==> config.mk <==
export PLATFORM = sky130hd
export DESIGN_NAME = command_line_parser
export DESIGN_NICKNAME = d
export VERILOG_FILES = /design/src/rtl/core/clp_pkg.sv /design/src/rtl/core/command_line_parser.sv /design/src/rtl/core/clp_lexer.sv
export SDC_FILE = /design/constraint.sdc
export NUM_CORES = 1
export LEC_CHECK = 0
export BUFFER_PORTS_ARGS = -buffer_cell sky130_fd_sc_hd__buf_2
export CAP_MARGIN = 20
export CELL_PAD_IN_SITES_DETAIL_PLACEMENT = 1
export CELL_PAD_IN_SITES_GLOBAL_PLACEMENT = 1
export CORE_ASPECT_RATIO = 1.2
export CORE_UTILIZATION = 46
export DETAILED_ROUTE_END_ITERATION = 10
export GPL_ROUTABILITY_DRIVEN = 0
export PLACE_DENSITY_LB_ADDON = 0.25
export SYNTH_ARGS = -nofsm -noshare
export SYNTH_HDL_FRONTEND = slang
export SYNTH_SLANG_ARGS = --single-unit
==> constraint.sdc <==
create_clock -name clock -period 9.1 [get_ports clock]
set_input_delay 2.73 -clock clock [delete_from_list [all_inputs] [get_ports clock]]
set_output_delay 2.73 -clock clock [all_outputs]
set_load 0.02 [all_outputs]
==> src/rtl/core/clp_pkg.sv <==
// Shared types and constants for the command line parser.
// Holds parser state codes, result event codes and the lexer step struct.
// No dependencies.
`default_nettype none

package clp_pkg;

   localparam int DATA_MAX_DEF = 32;
   localparam logic [5:0] DATA_LEN_RESET = 6'd32;
   localparam logic [6:0] CHAR_QUESTION = 7'h3F;

   localparam logic [2:0] EV_CONT = 3'd0;
   localparam logic [2:0] EV_ERR  = 3'd1;
   localparam logic [2:0] EV_MOVE = 3'd2;
   localparam logic [2:0] EV_QUIT = 3'd3;
   localparam logic [2:0] EV_EOF  = 3'd4;

   typedef enum logic [4:0] {
      ST_ERROR    = 5'd0,
      ST_LINE_ERR = 5'd1,
      ST_LINE     = 5'd2,
      ST_MV_M     = 5'd3,
      ST_MV_O     = 5'd4,
      ST_MV_V     = 5'd5,
      ST_MV_E     = 5'd6,
      ST_MV_SP    = 5'd7,
      ST_MV_DAT   = 5'd8,
      ST_MV_OK    = 5'd9,
      ST_QT_Q     = 5'd10,
      ST_QT_U     = 5'd11,
      ST_QT_I     = 5'd12,
      ST_QT_T     = 5'd13,
      ST_QT_SP    = 5'd14,
      ST_QT_DAT   = 5'd15,
      ST_QT_OK    = 5'd16
   } parse_state_type;

   typedef struct packed {
      parse_state_type nxt;
      logic            err;
      logic            cmd;
      logic [2:0]      cmd_ev;
      logic            dat;
      logic            fresh;
   } step_type;

endpackage

`default_nettype wire

==> src/rtl/core/command_line_parser.sv <==
// Command line parser top level. Each accepted beat is registered in the idle
// state, then parsed, captured and its result formed in the execute state. A
// completed command then emits one result beat per captured character, read
// through the capture memory's registered read port. Reset is synchronous, needs
// no memory clearing pass, and leaves the parser at line start with the length at 32.
// Depends on clp_pkg and clp_lexer.
`default_nettype none

module command_line_parser #(
   parameter int DATA_MAX = clp_pkg::DATA_MAX_DEF
) (
   input  logic       clock,
   input  logic       reset,
   input  logic       csr_wr_en,
   input  logic [5:0] csr_wr_data,
   input  logic       req_valid,
   output logic       req_stall,
   input  logic       req_end_of_input,
   input  logic [7:0] req_char_code,
   output logic       rsp_valid,
   input  logic       rsp_stall,
   output logic [2:0] rsp_event_res,
   output logic [6:0] rsp_data_char,
   output logic       rsp_last
);
   import clp_pkg::*;

   localparam int CNT_W  = $clog2(DATA_MAX + 1);
   localparam int ADDR_W = (DATA_MAX > 1) ? $clog2(DATA_MAX) : 1;

   typedef enum logic [2:0] {
      CTL_IDLE,
      CTL_EXEC,
      CTL_PUT,
      CTL_RD,
      CTL_LD
   } ctl_type;

   ctl_type         ctl_ff, ctl_in;
   parse_state_type parse_ff, parse_in;
   logic [CNT_W-1:0] fill_ff, fill_in;
   logic [CNT_W-1:0] idx_ff, idx_in;
   logic [5:0]      dlen_ff, dlen_in;
   logic            eoi_ff, eoi_in;
   logic [6:0]      chr_ff, chr_in;
   logic [2:0]      pend_ev_ff, pend_ev_in;
   logic [2:0]      burst_ev_ff, burst_ev_in;
   logic            rsp_valid_ff, rsp_valid_in;
   logic [2:0]      rsp_ev_ff, rsp_ev_in;
   logic [6:0]      rsp_chr_ff, rsp_chr_in;
   logic            rsp_last_ff, rsp_last_in;

   logic [6:0]      mem [DATA_MAX];
   logic [6:0]      rdata_ff;
   logic            mem_we;
   logic            mem_re;
   logic [ADDR_W-1:0] mem_wa;

   step_type        step;
   logic            slot_free;
   logic            single_req;
   logic [2:0]      single_ev;
   logic [CNT_W-1:0] fill_base;
   logic [6:0]      dl7;
   logic [6:0]      eff7;
   logic [CNT_W-1:0] eff;
   logic            burst_last;

   clp_lexer u_lexer (
      .cur_state (parse_ff),
      .chr       (chr_ff),
      .step      (step)
   );

   assign req_stall     = (ctl_ff != CTL_IDLE);
   assign rsp_valid     = rsp_valid_ff;
   assign rsp_event_res = rsp_ev_ff;
   assign rsp_data_char = rsp_chr_ff;
   assign rsp_last      = rsp_last_ff;
   assign slot_free     = !rsp_valid_ff || !rsp_stall;
   assign burst_last    = (CNT_W'(idx_ff + 1'b1) == fill_ff);

   always_comb begin
      dl7 = {1'b0, dlen_ff};
      if (dl7 == 7'd0) eff7 = 7'd1;
      else if (dl7 > 7'(DATA_MAX)) eff7 = 7'(DATA_MAX);
      else eff7 = dl7;
      eff = CNT_W'(eff7);
   end

   always_comb begin
      ctl_in       = ctl_ff;
      parse_in     = parse_ff;
      fill_in      = fill_ff;
      idx_in       = idx_ff;
      dlen_in      = csr_wr_en ? csr_wr_data : dlen_ff;
      eoi_in       = eoi_ff;
      chr_in       = chr_ff;
      pend_ev_in   = pend_ev_ff;
      burst_ev_in  = burst_ev_ff;
      rsp_valid_in = rsp_valid_ff && rsp_stall;
      rsp_ev_in    = rsp_ev_ff;
      rsp_chr_in   = rsp_chr_ff;
      rsp_last_in  = rsp_last_ff;
      mem_we       = 1'b0;
      mem_re       = 1'b0;
      mem_wa       = '0;
      single_req   = 1'b0;
      single_ev    = EV_CONT;
      fill_base    = step.fresh ? '0 : fill_ff;

      unique case (ctl_ff)
         CTL_IDLE: begin
            if (req_valid) begin
               eoi_in = req_end_of_input;
               chr_in = req_char_code[7] ? CHAR_QUESTION : req_char_code[6:0];
               ctl_in = CTL_EXEC;
            end
         end
         CTL_EXEC: begin
            single_req = 1'b1;
            if (eoi_ff) begin
               single_ev = EV_EOF;
            end else begin
               parse_in = step.nxt;
               if (step.err) begin
                  single_ev = EV_ERR;
               end else if (step.cmd) begin
                  if (fill_ff == '0) begin
                     single_ev = step.cmd_ev;
                  end else begin
                     single_req  = 1'b0;
                     burst_ev_in = step.cmd_ev;
                     idx_in      = '0;
                     ctl_in      = CTL_RD;
                  end
               end else if (step.dat) begin
                  mem_we  = 1'b1;
                  mem_wa  = fill_base[ADDR_W-1:0];
                  fill_in = CNT_W'(fill_base + 1'b1);
                  if (fill_in >= eff) begin
                     parse_in = (step.nxt == ST_MV_DAT) ? ST_MV_OK : ST_QT_OK;
                  end
               end
            end
         end
         CTL_PUT: begin
            if (slot_free) begin
               rsp_valid_in = 1'b1;
               rsp_ev_in    = pend_ev_ff;
               rsp_chr_in   = '0;
               rsp_last_in  = 1'b1;
               ctl_in       = CTL_IDLE;
            end
         end
         CTL_RD: begin
            mem_re = 1'b1;
            ctl_in = CTL_LD;
         end
         CTL_LD: begin
            if (slot_free) begin
               rsp_valid_in = 1'b1;
               rsp_ev_in    = burst_ev_ff;
               rsp_chr_in   = rdata_ff;
               rsp_last_in  = burst_last;
               idx_in       = CNT_W'(idx_ff + 1'b1);
               ctl_in       = burst_last ? CTL_IDLE : CTL_RD;
            end
         end
         default: ctl_in = CTL_IDLE;
      endcase

      if (single_req) begin
         if (slot_free) begin
            rsp_valid_in = 1'b1;
            rsp_ev_in    = single_ev;
            rsp_chr_in   = '0;
            rsp_last_in  = 1'b1;
            ctl_in       = CTL_IDLE;
         end else begin
            pend_ev_in = single_ev;
            ctl_in     = CTL_PUT;
         end
      end
   end

   always_ff @(posedge clock) begin
      if (reset) begin
         ctl_ff       <= CTL_IDLE;
         parse_ff     <= ST_LINE;
         fill_ff      <= '0;
         idx_ff       <= '0;
         dlen_ff      <= DATA_LEN_RESET;
         rsp_valid_ff <= 1'b0;
      end else begin
         ctl_ff       <= ctl_in;
         parse_ff     <= parse_in;
         fill_ff      <= fill_in;
         idx_ff       <= idx_in;
         dlen_ff      <= dlen_in;
         rsp_valid_ff <= rsp_valid_in;
      end
      eoi_ff      <= eoi_in;
      chr_ff      <= chr_in;
      pend_ev_ff  <= pend_ev_in;
      burst_ev_ff <= burst_ev_in;
      rsp_ev_ff   <= rsp_ev_in;
      rsp_chr_ff  <= rsp_chr_in;
      rsp_last_ff <= rsp_last_in;
   end

   always_ff @(posedge clock) begin
      if (mem_we) begin
         mem[mem_wa] <= chr_ff;
      end
      if (mem_re) begin
         rdata_ff <= mem[idx_ff[ADDR_W-1:0]];
      end
   end

endmodule

`default_nettype wire

==> src/rtl/core/clp_lexer.sv <==
// Character classifier and next-state logic of the command line parser.
// Purely combinational; depends on clp_pkg.
`default_nettype none

module clp_lexer (
   input  clp_pkg::parse_state_type cur_state,
   input  logic [6:0]               chr,
   output clp_pkg::step_type        step
);
   import clp_pkg::*;

   localparam logic [6:0] CH_NL = 7'h0A;
   localparam logic [6:0] CH_SP = 7'h20;
   localparam logic [6:0] CH_M  = 7'h6D;
   localparam logic [6:0] CH_O  = 7'h6F;
   localparam logic [6:0] CH_V  = 7'h76;
   localparam logic [6:0] CH_E  = 7'h65;
   localparam logic [6:0] CH_Q  = 7'h71;
   localparam logic [6:0] CH_U  = 7'h75;
   localparam logic [6:0] CH_I  = 7'h69;
   localparam logic [6:0] CH_T  = 7'h74;
   localparam logic [6:0] GRAPH_LO = 7'd33;
   localparam logic [6:0] GRAPH_HI = 7'd126;

   logic [6:0]      lc;
   logic            is_sp;
   logic            is_graph;
   parse_state_type nxt;

   assign lc       = chr | CH_SP;
   assign is_sp    = (chr == CH_SP);
   assign is_graph = (chr >= GRAPH_LO) && (chr <= GRAPH_HI);

   always_comb begin
      step = '{nxt: ST_ERROR, err: 1'b0, cmd: 1'b0, cmd_ev: EV_CONT, dat: 1'b0, fresh: 1'b0};
      nxt  = ST_ERROR;
      if (chr == CH_NL) begin
         if (cur_state == ST_LINE || cur_state == ST_LINE_ERR ||
             cur_state == ST_MV_OK || cur_state == ST_QT_OK) begin
            nxt = ST_LINE;
            step.cmd    = (cur_state == ST_MV_OK) || (cur_state == ST_QT_OK);
            step.cmd_ev = (cur_state == ST_MV_OK) ? EV_MOVE : EV_QUIT;
         end else begin
            nxt = ST_LINE_ERR;
            step.err = 1'b1;
         end
      end else begin
         unique case (cur_state)
            ST_LINE, ST_LINE_ERR: begin
               if (is_sp) nxt = ST_LINE;
               else if (lc == CH_M) nxt = ST_MV_M;
               else if (lc == CH_Q) nxt = ST_QT_Q;
               else nxt = ST_ERROR;
            end
            ST_MV_M:   nxt = (lc == CH_O) ? ST_MV_O : ST_ERROR;
            ST_MV_O:   nxt = (lc == CH_V) ? ST_MV_V : ST_ERROR;
            ST_MV_V:   nxt = (lc == CH_E) ? ST_MV_E : ST_ERROR;
            ST_MV_E:   nxt = is_sp ? ST_MV_SP : ST_ERROR;
            ST_MV_SP: begin
               if (is_sp) nxt = ST_MV_SP;
               else nxt = is_graph ? ST_MV_DAT : ST_ERROR;
            end
            ST_MV_DAT: nxt = is_graph ? ST_MV_DAT : ST_ERROR;
            ST_MV_OK:  nxt = is_sp ? ST_MV_OK : ST_ERROR;
            ST_QT_Q:   nxt = (lc == CH_U) ? ST_QT_U : ST_ERROR;
            ST_QT_U:   nxt = (lc == CH_I) ? ST_QT_I : ST_ERROR;
            ST_QT_I:   nxt = (lc == CH_T) ? ST_QT_T : ST_ERROR;
            ST_QT_T:   nxt = is_sp ? ST_QT_SP : ST_ERROR;
            ST_QT_SP: begin
               if (is_sp) nxt = ST_QT_SP;
               else nxt = is_graph ? ST_QT_DAT : ST_ERROR;
            end
            ST_QT_DAT: nxt = is_graph ? ST_QT_DAT : ST_ERROR;
            ST_QT_OK:  nxt = is_sp ? ST_QT_OK : ST_ERROR;
            default:   nxt = ST_ERROR;
         endcase
      end
      step.nxt   = nxt;
      step.dat   = (nxt == ST_MV_DAT) || (nxt == ST_QT_DAT);
      step.fresh = (cur_state != ST_MV_DAT) && (cur_state != ST_QT_DAT);
   end

endmodule

`default_nettype wire
[After elaboration in Yosys (flattened, before gate mapping)]
Memory sizes are Yosys's and may differ from the RTL's. A register that Yosys moved wholly into a read port is not among the register bits.
Cells that the tools add are included.
Word-level totals
  flip-flop bits (word level): 52
  memories: 1
  memory bits (writable): 224
  word-level logic and storage cells: 188
Memories
  mem: words 32, bits a word 7, rd ports 1, clocked after memory_dff 1, write ports 1, RTL line command_line_parser.sv:53  | logic [6:0] mem [DATA_MAX];
Operators by class
  reductions and logical operators: 25
  equality and inequality tests: 47
  magnitude comparators: 4
  add/sub/neg operators: 2
  bitwise logic cells: 5
  multiplexer cells: 91
Operators by type and width (count)
  2-to-1 mux 5 bit: 17
  one-hot mux 5 bit (15 select lines): 1
  2-to-1 mux 3 bit: 21
  equality test 5 x 4 -> 1 bit (second input constant): 10
  equality test 6 bit (second input constant): 8
  2-to-1 mux 6 bit: 8
  2-to-1 mux 4 bit: 9
  2-to-1 mux 7 bit: 4
  2-to-1 mux 1 bit: 23
  inequality test 3 bit (second input constant): 7
  equality test 5 x 3 -> 1 bit (second input constant): 4
  one-hot mux 3 bit (5 select lines): 1
  one-hot mux 7 bit (2 select lines): 1
  adder 6 x 1 -> 6 bit (second input constant): 2
  zero test 6 bit: 2
  one-hot mux 6 bit (2 select lines): 1
  equality test 5 x 2 -> 1 bit (second input constant): 2
  inequality test 2 bit (second input constant): 5
  inequality test 5 x 4 -> 1 bit (second input constant): 2
  AND reduction 5 bit: 2
  equality test 7 x 4 -> 1 bit (second input constant): 1
  equality test 7 x 6 -> 1 bit (second input constant): 1
  greater-or-equal comparator 7 x 6 -> 1 bit (second input constant): 1
  less-or-equal comparator 7 bit (second input constant): 1
  other kinds (22): 40

[Depth between registers and ports, before layout]
Gate-level depths: netlist of run 1.
  word-level depth: 15
  mapped depth: 14

[Hierarchy]
Synthesis of run 1 repeated with hierarchy kept, for this count alone.
Unflattened totals
  cell total of the unflattened synthesis: 747
  area total of the unflattened synthesis: 12065.3 um^2
By module, submodules not included
  command_line_parser: cells each 660, area each 11482.3 um^2, instances 1
  clp_lexer: cells each 87, area each 583.1 um^2, instances 1

[Worst setup path after synthesis of run 1]
No wires, ideal clock.
  path kind: in2reg
  start point: input rsp_stall
  end point: register ctl_ff[0]
  arrival: 3844 ps
  stages: 6
  required time: 9014 ps
  slack: 5170 ps
  path buffers: 2
  cell sequence: nand2_1 and3_1 clkbuf_1 clkbuf_1 nand2_1 a211oi_1
Between the ends
  cells in the longest elaborated chain, start to end: 4
RTL lines
  start: declaration: RTL line command_line_parser.sv:21  | input logic rsp_stall,
  zero test 1 bit *: RTL line command_line_parser.sv:80  | assign slot_free = !rsp_valid_ff || !rsp_stall;
  logical OR 1 bit *: RTL line command_line_parser.sv:80
  inequality test 3 bit (no line)
  AND reduction 7 bit (no line) *
  end signal: assignment: RTL line command_line_parser.sv:196  | ctl_ff <= ctl_in;
  end: declaration: RTL line command_line_parser.sv:39  | ctl_type ctl_ff, ctl_in;
Every way passes the cells marked *; elsewhere a longest branch is shown, timed or not.
A chain may end at the register's enable or synchronous reset.

[Final worst setup path of run 1]
  start point: register ctl_ff[1]
  end point: output req_stall
Between the ends
  cells in the longest elaborated chain, start to end: 1
RTL lines
  nonzero test 3 bit: RTL line command_line_parser.sv:75  | assign req_stall = (ctl_ff != CTL_IDLE);
  end: declaration: RTL line command_line_parser.sv:17  | output logic req_stall,
Every way passes these cells.

==> results of run 1 <==
-- metal layers --
metal  vias to the layer above  wire length (um)  GRT usage
li1                       2977                 -          -
met1                      3447             11000      0.260
met2                       167             14700      0.391
met3                        53              1110     0.0290
met4                         0               764     0.0680
met5                         -                 0          0
-- cell usage in the layout, fill, tap and decap left out, types with 5 or more instances in the layout --
master / synthesis / final
edfxtp_1: 244 / 244
nor2_1: 73 / 73
mux4_2: 70 / 70
dfxtp_1: 38 / 36
buf_2: 9 / 32
clkbuf_16: 0 / 28
nand2_1: 27 / 27
nand3_1: 20 / 20
a21oi_1: 18 / 18
o21ai_0: 14 / 14
inv_1: 11 / 11
mux2i_1: 10 / 10
nand2b_1: 9 / 9
xnor2_1: 9 / 9
or2_2: 9 / 9
a22oi_1: 9 / 9
buf_4: 2 / 9
nor2b_1: 8 / 8
ha_1: 8 / 8
nor3_1: 7 / 7
nor4_1: 7 / 7
mux2_2: 7 / 7
nand4_1: 7 / 7
or3_1: 6 / 6
xor2_1: 6 / 6
and3_1: 6 / 6
clkinv_2: 0 / 6
clkbuf_1: 16 / 6
o21a_1: 5 / 5
-- cell type report --
class                   instances  area [um^2]
clock inverters                17          209
multi-input cells             398         3670
flip-flops and latches        282         8100
inverters                      11         41.3
well taps                     330          413
repair buffers                 41          228
fillers                      2409        12200
clock buffers                  35          737
-- path summary, 6_finish.rpt --
path	start	end	slack, ns	cells past startpoint
max	ctl_ff[1]$_SDFFE_PP0P_	req_stall	4.78	2
max reg2reg	parse_ff[2]$_SDFFE_PP0P_	parse_ff[1]$_SDFFE_PP1P_	5.35	13
min reg2reg	rsp_last$_DFF_P_	rsp_last$_DFF_P_	0.50	1
min	rsp_last$_DFF_P_	rsp_last$_DFF_P_	0.50	1
-- where the power goes --
| part | total, uW | switching [uW] | internal (uW) |
|---|---|---|---|
| clock network | 1180 | 483 | 693 |
| logic | 71.2 | 48.4 | 22.9 |
| registers | 1420 | 11.2 | 1410 |
-- cells by family after synthesis --
kind of cell | Yosys count | synth area share
XOR/XNOR | 15 | 0.0109
multiplexers | 87 | 0.146
flip-flops | 282 | 0.673
AND/OR/NAND/NOR | 204 | 0.0883
adder cells (fa/ha/maj) | 8 | 0.00832
buffers and inverters | 49 | 0.0220
AO/OA/AOI/OAI | 84 | 0.0518
-- stage by stage --
step	setup slack (ns)	power [uW]
2_1_floorplan	5.17	1490
3_3_place_gp	4.90	1510
3_5_place_dp	4.77	1520
4_1_cts	4.77	2690
5_1_grt	4.74	2740
6_report	4.78	2670
-- state kept, by name (all words and copies together), names as in the netlist --
name and cells:
burst_ev_ff 2, rsp_last 1, chr_ff 7, rdata_ff 7
parse_ff 5, eoi_ff 1, rsp_event_res 3, ctl_ff 3
rsp_valid 1, dlen_ff 6, fill_ff 6, mem 224
pend_ev_ff 3, rsp_data_char 7, idx_ff 6
==> results.py, run 1 <==
metrics = {
    "synthesis": {
        "synth_common_cells": "edfxtp_1, nor2_1, mux4_2, dfxtp_1, nand2_1",
        "synth_edf_count": 244,
        "syn_inst": 729,
        "synth_cell_types": 70,
        "synthFlopType": "edfxtp_1",
        "yosysMostFrequentCell": "edfxtp_1",
        "synth.top_cell.area_share": 0.609,
        "ys_warn_count": 0,
        "synth_top_cell_by_area": "edfxtp_1",
        "synth_area_um2": 12000,
        "seq_area_frac_synth": 0.673,
        "yosys_register_bits": 282,
        "netlist_top_cells_area": "edfxtp_1, mux4_2, dfxtp_1",
        "syn_nets": 757,
        "synth_async_sr_flop_share": 0,
        "postSynthAreaPerCell_um2": 16.5,
    },
    "layout": {
        "nets": 790,
        "final_cell_count_no_fill": 1114,
        "fin_area_um2": 13400,
        "drive_gt1_frac": 0.241,
        "area_delta_synth_final_pct": 11.4,
        "fin_util": 0.523,
        "antennaDiodeCount": 0,
    },
    "timing": {
        "worst_pin_slew_ns": 1.02,
        "finalWorstPathRequiredPeriod_ns": 4.32,
        "rsz0062_at_grt": "false",
        "fin_skew_ns": 0.0245,
        "hold_viol_final": 0,
        "max_freq_mhz": 231,
        "finalCritPeriodShare": 0.475,
        "setup_viol": 0,
        "drv_slew": 0,
        "hold_slack_ns": 0.500,
        "tns_ns": 0,
        "max_slew_margin": 0.320,
    },
    "clocking": {
        "clkTransAtPathRegs_ns": 0.06,
        "ctsLongestPathBuffers": 3,
        "numCtsBuffers": 28,
        "cts.sinks": 282,
        "postCtsResizedCells": 0,
        "h-tree-depth": 1,
        "hold_buffers": 0,
        "clockRootBuffer": "clkbuf_16",
        "insertion_delay_ns": 0.55,
        "post_cts_buffers": 0,
        "tritoncts": "yes",
    },
    "grt": {
        "overflow": 0,
        "grt_use_total": 0.214,
        "grt_max_degree": 60,
        "grt_pass1_wl_um": 42100,
        "antenna_found_initial": 0,
        "grt_pass1_vias": 7214,
    },
    "floorplan": {
        "fp.dieW_um": 150,
        "core-area_um2": 25600,
        "initial_core_util": 0.469,
        "num_rows": 64,
        "die-area_um2": 26800,
        "die_h_um": 179,
        "ios": 33,
    },
    "worst_setup_path": {
        "worstSetupPathType": "reg2out",
        "max_stage_delay_ns": 0.44,
        "cp_max_fo": 11,
        "critPathCaptureType": "output pin",
        "worst-path-buf-inv": 1,
        "cp_top_family": "simple AND/OR/NAND/NOR gates",
        "cp_cell_sequence": "or3_1 > buf_2",
        "required_ns": 6.37,
        "worstPathArrival_ns": 1.59,
        "startpoint_type": "flop",
        "slowest_stage": "or3_1",
    },
    "route": {
        "drc": 0,
        "wl_per_cell_um": 24.8,
        "via_count": 6644,
        "viasPerCell": 5.96,
        "ant_nets": 0,
        "wl_um": 27700,
        "dr.pass1.iters": 5,
        "drt_iter0_drc": 407,
    },
    "placement": {
        "placed_area_um2": 12400,
        "dp_cells": 1062,
        "port_buffers": 32,
        "dpl.hpwl_um": 18400,
    },
    "power": {
        "leakagePower_uw": 0.00419,
        "cellPowerDensity_nw_per_um2": 199,
        "ir_drop_uv": 140,
    },
    "flow_run": {
        "cap_violations": 0,
    },
    "min_path": {
        "hold_class": "reg2reg",
    },
    "run_status": {
        "status": "finished clean",
    },
}
Note: power is estimated with default switching activity, not from simulation.
==> inputs of run 2 (changes only) <==
clock period = 4.4 ns   (was 9.1 ns; I/O delays follow)
==> run 2 against run 1 <==
  * Core utilization shrank 0.20 points
  * Sequential share of layout area is 0.23 points higher
  * Largest power group unchanged
  * Clock-buffer cell count shrank 2
  * Routed wire length is 4.0% higher
  * Setup slack got worse by 4.0 ns
  * Clock skew is 0.012 ns lower
  * First-iteration DRC count rose by 33%
  * Combinational power rose by 120%
  * Largest cell class unchanged
  * Final cell count rose by 0.27%
  * Flip-flop and latch count did not move
  * Register-to-register slack got worse by 4.6 ns
  * Critical path type is now reg2reg
==> results.py, run 2 (synthesis gave the netlist of run 1 again) <==
metrics = {
    "route": {
        "ant_nets": 0,
        "dr.pass1.iters": 4,
        "wl_per_cell_um": 25.8,
        "drc": 0,
        "via_count": 6731,
        "wl_um": 28800,
        "drt_iter0_drc": 542,
        "viasPerCell": 6.03,
    },
    "worst_setup_path": {
        "reg2reg_depth": 13,
        "required_ns": 4.83,
        "r2r_end": "parse_ff[1]$_SDFFE_PP1P_",
        "worstPathArrival_ns": 4.06,
        "max_stage_delay_ns": 0.45,
        "reg2reg_from": "parse_ff[1]$_SDFFE_PP1P_",
        "reg2reg_slack_ns": 0.77,
        "cp_top_family": "compound AO/OA/AOI/OAI gates",
        "cp_cell_sequence": "or3_1 > a21o_1 > nor2_1 > ha_1 > nand3_1 > xnor2_1 > nor2_1 > ha_1 > nand2_1 > o31ai_1 > o211ai_1 > nor2b_1 > a221o_1",
        "worst-path-buf-inv": 0,
        "slowest_stage": "dfxtp_1",
        "worstSetupPathType": "reg2reg",
        "startpoint_type": "flop",
        "critPathCaptureType": "flop",
        "cp_max_fo": 13,
        "cp_num_cells": 13,
    },
    "power": {
        "cellPowerDensity_nw_per_um2": 395,
        "ir_drop_uv": 252,
        "leakagePower_uw": 0.00417,
        "seqPwrFrac": 0.557,
        "pwr-share-comb": 0.030,
        "internal_power_uw": 4160,
        "clkPwrFrac": 0.413,
        "switching_share": 0.211,
        "switchingPower_uw": 1110,
    },
    "clocking": {
        "post_cts_buffers": 0,
        "postCtsResizedCells": 0,
        "tritoncts": "yes",
        "numCtsBuffers": 27,
        "ctsLongestPathBuffers": 3,
        "insertion_delay_ns": 0.55,
        "h-tree-depth": 1,
        "clockRootBuffer": "clkbuf_16",
        "clkTransAtPathRegs_ns": 0.06,
        "hold_buffers": 0,
        "cts.sinks": 282,
    },
    "timing": {
        "max_slew_margin": 0.305,
        "hold_viol_final": 0,
        "drv_slew": 0,
        "finalWorstPathRequiredPeriod_ns": 3.63,
        "tns_ns": 0,
        "worst_pin_slew_ns": 1.04,
        "setup_viol": 0,
        "rsz0062_at_grt": "false",
        "fin_skew_ns": 0.0120,
        "finalCritPeriodShare": 0.824,
        "max_freq_mhz": 276,
    },
    "grt": {
        "grt_pass1_vias": 7143,
        "grt_use_total": 0.226,
        "grt_pass1_wl_um": 44100,
        "grt_max_degree": 60,
        "overflow": 0,
        "antenna_found_initial": 0,
    },
    "min_path": {
        "min_path_cells": 2,
        "holdPathEnd": "rsp_data_char[1]$_DFF_P_",
        "hold_class": "reg2reg",
        "min_from": "rdata_ff[1]$_DFFE_PN_",
    },
    "floorplan": {
        "fp.dieW_um": 150,
        "core-area_um2": 25600,
        "num_rows": 64,
        "ios": 33,
        "initial_core_util": 0.469,
        "die_h_um": 179,
        "die-area_um2": 26800,
    },
    "layout": {
        "final_cell_count_no_fill": 1117,
        "final_common_cell": "edfxtp_1",
        "final_cell_mix": "edfxtp_1, nor2_1, mux4_2",
        "drive_gt1_frac": 0.240,
        "largest_register": "mem",
        "antennaDiodeCount": 0,
        "nets": 794,
        "area_delta_synth_final_pct": 11.0,
        "fin_util": 0.521,
        "nFillCells": 2435,
        "largest_register_ffs": 224,
    },
    "placement": {
        "port_buffers": 32,
        "dp_cells": 1067,
        "dpl.hpwl_um": 19200,
    },
    "run_status": {
        "status": "finished clean",
    },
    "flow_run": {
        "cap_violations": 0,
    },
}
## run 2: final cells by class
type                            count  area [um^2]  area share
Clock buffer                       33          698      0.0523
Tap cell                          330          413      0.0309
Multi-Input combinational cell    398         3670       0.275
Inverter                           11         41.3     0.00309
Clock inverter                     17          126     0.00947
Timing Repair Buffer               46          298      0.0223
Sequential cell                   282         8100       0.607
## run 2: power groups by stage
stage	Sequential [uW]	Combinational, uW	Clock, uW
finish	2930	157	2180
global route	2940	172	2310
CTS	2930	158	2230
detailed placement	2990	157	0
global placement	2990	151	0
floorplan	3010	71.2	0
## run 2: stage by stage
step	cell area, um^2	setup WS (ns)	hold slack [ns]	power, uW
after global routing	13300	0.545	0.525	5420
after floorplan	12000	1.32	0.459	3080
after CTS	13300	0.748	0.498	5320
final	13300	0.774	0.491	5270
after global placement	12500	0.874	0.479	3140
after detailed placement	12500	0.780	0.495	3150
## run 2: worst max-delay path by stage
stage,start,endpoint
5_1_grt,parse_ff[2]$_SDFFE_PP0P_,parse_ff[1]$_SDFFE_PP1P_
3_3_place_gp,parse_ff[2]$_SDFFE_PP0P_,parse_ff[1]$_SDFFE_PP1P_
3_5_place_dp,parse_ff[2]$_SDFFE_PP0P_,parse_ff[1]$_SDFFE_PP1P_
2_1_floorplan,chr_ff[0]$_SDFFCE_PP1P_,mem[11][0]$_DFFE_PP_
4_1_cts,parse_ff[2]$_SDFFE_PP0P_,parse_ff[1]$_SDFFE_PP1P_
6_report,parse_ff[1]$_SDFFE_PP1P_,parse_ff[1]$_SDFFE_PP1P_
## run 2: routing by layer
layer	wire, um	vias to the layer above	track usage
li1	-	2982	-
met1	11700	3470	0.287
met2	14700	220	0.393
met3	1320	59	0.0270
met4	1080	0	0.0889
met5	0	-	0
## run 2: tightest hold or removal path, cell delays in order, from the launching register on
cell and delay, ns:
edfxtp_1 0.32, a22oi_1 0.06, nor2_1 0.08
==> inputs of run 3 (changes only) <==
clock period = 3.6 ns   (was 4.4 ns; I/O delays follow)
==> run 3 against run 2 <==
  * Combinational power is 26% higher
  * Clock skew increased by 0.0026 ns
  * Via count increased by 1.7%
  * Register-to-register slack worse by 0.51 ns
  * Critical path depth down 3
  * Clock-buffer cell count is 1 lower
  * Critical path type unchanged
  * Largest power group unchanged
  * Highest routed layer unchanged
==> results.py, run 3 (synthesis gave the netlist of run 1 again) <==
metrics = {
    "power": {
        "clkPwrFrac": 0.424,
        "pwr-share-comb": 0.030,
        "seqPwrFrac": 0.546,
        "switchingPower_uw": 1370,
        "ir_drop_uv": 354,
        "switching_share": 0.208,
        "leakagePower_uw": 0.00426,
        "internal_power_uw": 5200,
        "cellPowerDensity_nw_per_um2": 486,
    },
    "timing": {
        "finalWorstPathRequiredPeriod_ns": 3.34,
        "setup_viol": 0,
        "rsz0062_at_grt": "false",
        "hold_viol_final": 0,
        "hold_slack_ns": 0.507,
        "worst_pin_slew_ns": 1.02,
        "fin_skew_ns": 0.0146,
        "fin_ws_ns": 0.262,
        "finalCritPeriodShare": 0.927,
        "max_freq_mhz": 300,
        "max_slew_margin": 0.319,
        "drv_slew": 0,
        "tns_ns": 0,
    },
    "worst_setup_path": {
        "cp_max_fo": 13,
        "reg2reg_slack_ns": 0.26,
        "startpoint_type": "flop",
        "worstPathArrival_ns": 3.78,
        "cp_cell_sequence": "or3_1 > a21o_1 > nor2_1 > ha_1 > ha_1 > a2111oi_0 > o31ai_1 > o211ai_1 > o21ai_0 > a32o_1",
        "critPathCaptureType": "flop",
        "required_ns": 4.04,
        "worstSetupPathType": "reg2reg",
        "slowest_stage": "a2111oi_0",
        "crit_top_cell": "ha_1",
        "max_stage_delay_ns": 0.56,
    },
    "floorplan": {
        "die-area_um2": 26800,
        "fp.dieW_um": 150,
        "ios": 33,
        "initial_core_util": 0.469,
        "num_rows": 64,
        "core-area_um2": 25600,
        "die_h_um": 179,
    },
    "layout": {
        "final_cell_mix": "edfxtp_1, nor2_1, mux4_2",
        "antennaDiodeCount": 0,
        "drive_gt1_frac": 0.252,
        "largest_register_ffs": 224,
        "fin_area_um2": 13500,
        "nets": 811,
        "largest_register": "mem",
        "final_common_cell": "edfxtp_1",
        "area_delta_synth_final_pct": 12.3,
        "nFillCells": 2428,
    },
    "grt": {
        "antenna_found_initial": 0,
        "overflow": 0,
        "grt_pass1_vias": 7145,
        "grt_use_total": 0.222,
        "grt_pass1_wl_um": 43500,
        "grt_max_degree": 44,
    },
    "placement": {
        "port_buffers": 32,
        "dp_slack_ns": 0.358,
        "placed_area_um2": 12600,
        "dpl.hpwl_um": 19100,
    },
    "run_status": {
        "status": "finished clean",
    },
    "clocking": {
        "numCtsBuffers": 28,
        "postCtsResizedCells": 0,
        "clockRootBuffer": "clkbuf_16",
        "tritoncts": "yes",
        "h-tree-depth": 1,
        "clkTransAtPathRegs_ns": 0.06,
        "hold_buffers": 0,
        "cts.sinks": 282,
        "ctsLongestPathBuffers": 3,
        "post_cts_buffers": 0,
        "insertion_delay_ns": 0.56,
    },
    "route": {
        "dr.pass1.iters": 4,
        "drc": 0,
        "wl_per_cell_um": 25.3,
        "wl_um": 28600,
        "via_count": 6846,
        "drt_iter0_drc": 439,
        "ant_nets": 0,
        "viasPerCell": 6.04,
    },
    "flow_run": {
        "cap_violations": 0,
    },
    "min_path": {
        "hold_class": "reg2reg",
    },
}
[run 3: final timing paths]
check | startpoint | end | cells past startpoint
hold reg to reg | dlen_ff[0]$_SDFFE_PP0P_ | dlen_ff[0]$_SDFFE_PP0P_ | 2
setup reg to reg | parse_ff[1]$_SDFFE_PP1P_ | parse_ff[4]$_SDFFE_PP0P_ | 10
setup / recovery | parse_ff[1]$_SDFFE_PP1P_ | parse_ff[4]$_SDFFE_PP0P_ | 10
hold / removal | dlen_ff[0]$_SDFFE_PP0P_ | dlen_ff[0]$_SDFFE_PP0P_ | 2
[run 3: layer usage]
layer | track usage | wire length, um
met5 | 0 | 0
met3 | 0.0232 | 1050
met4 | 0.0608 | 581
met2 | 0.406 | 15400
met1 | 0.277 | 11700
[run 3: critical path, delay by kind of cell (launching register included)]
kind / cells / cell delay (ns)
flip-flops: 1 / 0.45
AO/OA/AOI/OAI: 6 / 1.63
AND/OR/NAND/NOR: 2 / 0.55
adder cells (fa/ha/maj): 2 / 0.60
[run 3: layout make-up]
class,instances,area [um^2],share of cell area
inverters,11,41.3,0.00306
clock inverters,18,160,0.0119
well taps,330,413,0.0306
multi-input cells,398,3670,0.272
flip-flops and latches,282,8090,0.599
repair buffers,62,410,0.0304
clock buffers,32,716,0.0530
[run 3: power groups by stage]
stage                     clock network [uW]  registers (uW)  logic [uW]
after floorplan                            0            3680        87.0
after global placement                     0            3650         186
after detailed placement                   0            3650         197
after CTS                               2830            3590         198
after global routing                    2930            3590         214
final                                   2780            3590         198
[run 3: metrics by stage]
| step | util | total power (uW) | std cells |
|---|---|---|---|
| 2_1_floorplan | - | 3770 | 729 |
| 3_3_place_gp | 0.493 | 3840 | 1083 |
| 3_5_place_dp | 0.493 | 3850 | 1083 |
| 4_1_cts | 0.527 | 6610 | 1133 |
| 5_1_grt | 0.527 | 6730 | 1133 |
| 6_report | 0.527 | 6560 | 1133 |
